### src/hdl/tfn_pkg.sv
// Shared types and constants for the triangle face normal block.
`timescale 1ns / 1ps
package tfn_pkg;

    // Scaled magnitudes keep their top bit at bit MAG_BITS-1.
    localparam int MAG_BITS  = 30;
    localparam int SQ_BITS   = 2 * MAG_BITS;
    localparam int LEN2_BITS = SQ_BITS + 2;
    localparam int ROOT_BITS = LEN2_BITS / 2;
    localparam int Q_DEPTH   = 4;
    localparam int Q_PTR     = $clog2(Q_DEPTH);

    typedef struct packed {
        logic full;
        logic empty;
    } t_q_status;

endpackage

### src/hdl/tfn_queue.sv
// Short item queue between the front and back ends.
`timescale 1ns / 1ps
module tfn_queue #(
    parameter int W = 160
) (
    input  logic               i_clk,
    input  logic               i_rst_n,
    input  logic               i_push,
    input  logic [W-1:0]       i_data,
    input  logic               i_pop,
    output logic [W-1:0]       o_data,
    output tfn_pkg::t_q_status o_status
);
    logic [W-1:0]                r_mem [tfn_pkg::Q_DEPTH];
    logic [tfn_pkg::Q_PTR-1:0]   r_wp, r_rp;
    logic [tfn_pkg::Q_PTR:0]     r_cnt;

    assign o_status.full  = (r_cnt == (tfn_pkg::Q_PTR+1)'(tfn_pkg::Q_DEPTH));
    assign o_status.empty = (r_cnt == '0);
    assign o_data = r_mem[r_rp];

    always_ff @(posedge i_clk) begin
        if (!i_rst_n) begin
            r_wp  <= '0;
            r_rp  <= '0;
            r_cnt <= '0;
        end else begin
            if (i_push) r_wp <= r_wp + 1'b1;
            if (i_pop) r_rp <= r_rp + 1'b1;
            r_cnt <= r_cnt + (tfn_pkg::Q_PTR+1)'(i_push) - (tfn_pkg::Q_PTR+1)'(i_pop);
        end
    end

    always_ff @(posedge i_clk) begin
        if (i_push) r_mem[r_wp] <= i_data;
    end

    a_no_overflow: assert property (@(posedge i_clk) disable iff (!i_rst_n)
        !(i_push && o_status.full))
        else $error("queue written while full");
    a_no_underflow: assert property (@(posedge i_clk) disable iff (!i_rst_n)
        !(i_pop && o_status.empty))
        else $error("queue read while empty");
endmodule

### config.mk
export PLATFORM = sky130hd
export DESIGN_NAME = tfn_queue
export DESIGN_NICKNAME = d
export VERILOG_FILES = /design/src/hdl/tfn_pkg.sv /design/src/hdl/tfn_queue.sv
export SDC_FILE = /design/constraint.sdc
export NUM_CORES = 1
export LEC_CHECK = 0
export ABC_AREA = 0
export BUFFER_PORTS_ARGS = -buffer_cell sky130_fd_sc_hd__buf_2
export CAP_MARGIN = 10
export CORE_MARGIN = 3
export CORE_UTILIZATION = 60
export CTS_CLUSTER_DIAMETER = 100
export DETAILED_ROUTE_END_ITERATION = 10
export HOLD_SLACK_MARGIN = 0.12
export PLACE_DENSITY = 0.82
export SYNTH_ARGS = -nofsm -noshare
export SYNTH_HDL_FRONTEND = slang
export SYNTH_SLANG_ARGS = --single-unit
### constraint.sdc
create_clock -name i_clk -period 9.33 [get_ports i_clk]
set_input_delay 0.4665 -clock i_clk [delete_from_list [all_inputs] [get_ports i_clk]]
set_output_delay 0.4665 -clock i_clk [all_outputs]
set_load 0.005 [all_outputs]
==> results of run 1 <==
-- registers in the layout (all words and copies together), names as in the netlist, named ones only --
| register | count |
|---|---|
| r_cnt | 3 |
| r_mem | 640 |
| r_rp | 2 |
| r_wp | 2 |
-- final cells by class --
cell class,instances,share of cell area [%]
diodes,1,0.00863
clock buffers,81,5.52
clock inverters,24,0.496
inverters,7,0.0906
multi-input cells,187,13.3
flip-flops and latches,649,66.9
well taps,511,2.20
repair buffers,499,11.5
-- per-stage QoR --
stage	area [um^2]	setup slack, ns	util, %
floorplan	23500	4.60	-
global placement	25600	5.45	67.3
detailed placement	25600	5.48	67.3
CTS	29000	4.79	76.1
global route	29000	4.58	76.1
finish	29000	5.00	76.1
-- how the worst max path moves through the flow --
stage,start,end,slack (ns),depth (start not counted)
after global placement,flop,o_data[117],5.45,4
after detailed placement,flop,o_data[84],5.48,4
after floorplan,r_wp[0]$_SDFFE_PN0P_,r_mem[0][0]$_DFFE_PP_,4.60,3
after global routing,flop,o_data[2],4.58,4
after CTS,flop,o_data[84],4.79,4
final,flop,o_data[2],5.00,4
-- where the power goes --
| group | total, mW | switching (mW) | internal [mW] |
|---|---|---|---|
| combinational | 0.609 | 0.302 | 0.306 |
| sequential | 3.41 | 0.0554 | 3.36 |
| clock | 2.21 | 0.991 | 1.22 |
| total | 6.23 | 1.35 | 4.88 |
-- cell families (layout without fill, tap and decap cells) --
group | count (synthesis) | in the layout | share of synthesized area [%]
flip-flops | 649 | 649 | 82.5
buffers and inverters | 43 | 611 | 1.14
multiplexers | 161 | 161 | 15.4
other | 0 | 1 | 0
adder cells (fa/ha/maj) | 7 | 7 | 0.405
XOR/XNOR | 3 | 3 | 0.176
AND/OR/NAND/NOR | 14 | 14 | 0.319
AO/OA/AOI/OAI | 2 | 2 | 0.0639
-- synth_stat cells (all sizes together) (2+ instances only) --
cell type  number  share of area [%]
mux4          160                 15
ha              6               0.32
edfxtp        640                 82
inv             7               0.11
dfxtp           9               0.77
xnor2           2              0.075
nor2            5              0.080
and2            6               0.16
buf            30               0.93
clkbuf          6              0.096
-- what timing repair did --
| action | in CTS | in global routing |
|---|---|---|
| hold buffers | 161 | 0 |
| hold endpoints to repair | 642 | 0 |
| setup endpoints to repair | 0 | 0 |
-- per-layer routing --
layer  part of all wire [%]  track usage, %  wire (um)
met1                     36            33.6      19100
met2                     52            44.4      27600
met3                    8.5            6.08       4480
met4                    3.2            8.90       1670
met5                  0.040               0         21
-- worst max-delay path, stage by stage (launching register included) --
cell and delay [ns]:
dfxtp_4 0.74, buf_4 0.71, buf_4 0.89, mux4_2 0.65
buf_2 0.16
==> results.json, run 1 <==
{
  "ys_ff_latch": 649,
  "grt_first_pass_wirelength_mm": 79.3,
  "area_delta_synth_final_pct": 23.4,
  "grt_pass1_vias": 12500,
  "syn_area_um2": 23500,
  "cp.arrival_ns": 3.86,
  "yosysSeqAreaShare_pct": 82.5,
  "final_cell_mix": "edfxtp_1, buf_2, dlygate4sd3_1",
  "reg2reg_depth": 3,
  "setup_violations": 0,
  "wire_per_inst_um": 27.0,
  "regArea_um2": 19400,
  "fmax_mhz": 231,
  "post_synth.cell_area_avg_um2": 26.7,
  "io_pins": 326,
  "final-hold-violation-count": 0,
  "vias_per_cell": 5.90,
  "outcome": "complete, no violations",
  "rows": 71,
  "finalMaxSlewViolations": 0,
  "grt_overflow": 0,
  "crit_type": "flop to output port",
  "gr-usage-all-layers_pct": 26.0,
  "worstPathRequired_ns": 8.86,
  "cp-start-kind": "flop",
  "dpl.hpwl_mm": 27.6,
  "fin_crit_ns": 4.33,
  "clk_latency_ns": 0.60,
  "cts_sinks": 649,
  "synth_edf_count": 640,
  "drt_wl_total_mm": 52.9,
  "fp.coreArea_um2": 38100,
  "fillers": 1887,
  "worstMarginPinSlew_ns": 1.11,
  "root_buffer": "clkbuf_16",
  "die_w_um": 204,
  "multi_input_area_um2": 3850,
  "cts_tree": "built",
  "holdCritPathClass": "input port to flop",
  "cp_max_fo": 49,
  "die_height_um": 204,
  "async_flop_share_pct": 0,
  "start_util_pct": 61.7,
  "num_vias": 11600,
  "r2r-start": "r_wp[0]$_SDFFE_PN0P_",
  "drtAntennaViolNets": 0,
  "drc": 0,
  "powerDensity_nw_per_um2": 215,
  "endpoint_kind": "output port",
  "rsz0062_at_grt": "no",
  "numCtsBuffers": 60,
  "die_area_um2": 41600,
  "maxCapViolations": 0,
  "syn_nets": 1050,
  "final_common_cell": "edfxtp_1",
  "holdPathStages": 3,
  "h-tree-depth": 2,
  "antenna_found_initial": 2,
  "cts_setup_buffers": 0,
  "syn-instance-count": 879,
  "cts_resized": 0,
  "rrSetupSlack_ns": 6.91,
  "layout-drive-gt1-share_pct": 39.9,
  "clk_pin_slew_ns": 0.06,
  "p_total_mw": 6.23,
  "nNetsFinal": 1575,
  "hold_start": "i_pop",
  "setup_tns_ns": 0,
  "gp_congestion": 0.753,
  "port_buffers": 325,
  "fin_crit_sh_pct": 46.4,
  "final_cells": 1959,
  "grt_max_degree": 74,
  "place_inst": 1692,
  "p_leak_nw": 9.84,
  "hold-worst-slack_ns": 0.241,
  "yosys_warnings": 0,
  "synth_flop_cell": "edfxtp_1",
  "rr_endpoint": "r_mem[1][135]$_DFFE_PP_",
  "vdd_drop_max_v": 0.000208,
  "relSlewSlack_pct": 25.7,
  "first_pass_iters": 5,
  "synth.distinct_cells": 19,
  "clock_path_buffers": 3,
  "skew_ns": 0.0235,
  "first_iter_violations": 918
}
Note: power is estimated with default switching activity, not from simulation.
==> run 2: changes to the inputs <==
CORE_UTILIZATION = 57   (was 60)
PLACE_DENSITY = 0.78   (was 0.82)
clock period = 4.2 ns   (was 9.33 ns; I/O delays follow)
==> run 2 against run 1 <==
Effect of this change:
- worst hold slack improved by 0.12 ns
- via count decreased by 1.9%
- total power increased by 120%
- core utilization decreased by 3.4 points
- wire length is 6.9% lower
- register-to-register slack got worse by 4.8 ns
- first-iteration DRC count up 9.8%
- worst setup slack lost 3.7 ns
- critical endpoint is now o_data[141]
==> results.json, run 2 (synthesis results as in run 1) <==
{
  "vdd_drop_max_v": 0.000611,
  "endpoint_kind": "output port",
  "port_buffers": 325,
  "first_pass_iters": 4,
  "p_comb_share_pct": 9.8,
  "largest_register_ffs": 640,
  "clk_latency_ns": 0.60,
  "fin_crit_ns": 2.88,
  "cp_max_fo": 62,
  "cts_tree": "built",
  "fin_crit_sh_pct": 68.6,
  "grt_pass1_vias": 12300,
  "fillers": 2220,
  "intPower_mw": 11.0,
  "die_height_um": 209,
  "cts_setup_buffers": 0,
  "dpl.hpwl_mm": 26.3,
  "start_util_pct": 58.5,
  "cts_sinks": 649,
  "rows": 73,
  "num_vias": 11300,
  "cp-start-kind": "flop",
  "h-tree-depth": 2,
  "die_area_um2": 43700,
  "nNetsFinal": 1578,
  "numCtsBuffers": 60,
  "setup_tns_ns": 0,
  "maxCapViolations": 0,
  "outcome": "complete, no violations",
  "cp.arrival_ns": 2.67,
  "reg_top3": "r_mem (640), r_cnt (3)",
  "io_pins": 326,
  "fmax_mhz": 347,
  "worstMarginPinSlew_ns": 1.00,
  "powerDensity_nw_per_um2": 478,
  "final_cell_mix": "edfxtp_1, buf_2, dlygate4sd3_1",
  "finalMaxSlewViolations": 0,
  "first_iter_violations": 1008,
  "holdCritPathClass": "input port to flop",
  "gr-usage-all-layers_pct": 22.9,
  "max_flop_register": "r_mem",
  "antenna_found_initial": 4,
  "drt_wl_total_mm": 49.2,
  "ctsHoldBuffers": 163,
  "fp.coreArea_um2": 40200,
  "fin_ws_ns": 1.32,
  "p_leak_nw": 9.93,
  "setup_violations": 0,
  "holdPathStages": 2,
  "dpl_worst_slack_ns": 1.84,
  "worstPathRequired_ns": 3.99,
  "p_clk_share_pct": 36.1,
  "vias_per_cell": 5.72,
  "drc": 0,
  "cts_resized": 0,
  "clock_path_buffers": 3,
  "root_buffer": "clkbuf_16",
  "crit_type": "flop to output port",
  "switching_share_pct": 21.2,
  "final_common_cell": "edfxtp_1",
  "relSlewSlack_pct": 33.0,
  "grt_overflow": 0,
  "die_w_um": 209,
  "reg2reg_depth": 3,
  "clk_pin_slew_ns": 0.06,
  "wire_per_inst_um": 24.8,
  "skew_ns": 0.0143,
  "grt_max_degree": 149,
  "power_switching_mw": 2.97,
  "power_frac_seq_pct": 54.0,
  "grt_first_pass_wirelength_mm": 75.6,
  "rsz0062_at_grt": "no",
  "drtAntennaViolNets": 0,
  "layout-drive-gt1-share_pct": 40.1,
  "area_delta_synth_final_pct": 24.4,
  "gp_congestion": 0.724,
  "final-hold-violation-count": 0
}
==> run 2: final cells by class <==
cell class	instances	area, um^2	share of cell area [%]
Antenna cell	4	10.0	0.0342
Clock inverter	29	205	0.702
Inverter	7	26.3	0.0899
Sequential cell	649	19400	66.4
Clock buffer	79	1610	5.52
Multi-Input combinational cell	187	3850	13.2
Timing Repair Buffer	502	3460	11.8
Tap cell	525	657	2.25
==> run 2: stage by stage <==
step           instances  power, mW  instance area (um^2)  utilization, %  hold WS (ns)
4_1_cts             1978       14.1                 29200            72.7         0.318
6_report            1982       14.0                 29200            72.7         0.357
3_5_place_dp        1707       8.92                 25800            64.1         0.424
3_3_place_gp        1707       8.88                 25800            64.1         0.420
5_1_grt             1982       14.5                 29200            72.7         0.346
2_1_floorplan        879       8.35                 23500               -         0.309
==> run 2: worst max-delay path: stages, from the launching register on <==
cell and delay (ns):
dfxtp_4 0.76, buf_12 0.49, mux4_2 0.61, buf_2 0.15
==> run 2: path summary, 6_finish.rpt <==
check                                           from                endpoint  slack, ns
worst min-delay path                      i_data[69]  r_mem[2][69]$_DFFE_PP_       0.36
worst max register to register  r_wp[0]$_SDFFE_PN0P_  r_mem[3][58]$_DFFE_PP_       2.13
worst min register to register  r_wp[1]$_SDFFE_PN0P_    r_wp[1]$_SDFFE_PN0P_       0.56
worst max-delay path                            flop             o_data[141]       1.32
==> run 2: per-layer routing <==
metal  GRT usage (%)  wire [um]  up-vias
li1                -          -     4869
met1            31.1      18900     5881
met2            37.3      25000      511
met3            6.10       4060       79
met4            6.88       1230        2
met5           0.890         57        -
==> run 2: power by group through the flow <==
| stage | clock network (mW) | registers [mW] | logic [mW] |
|---|---|---|---|
| after detailed placement | 0 | 7.68 | 1.24 |
| after global placement | 0 | 7.66 | 1.22 |
| after CTS | 5.14 | 7.55 | 1.38 |
| final | 5.05 | 7.55 | 1.37 |
| after global routing | 5.41 | 7.57 | 1.48 |
| after floorplan | 0 | 7.65 | 0.699 |
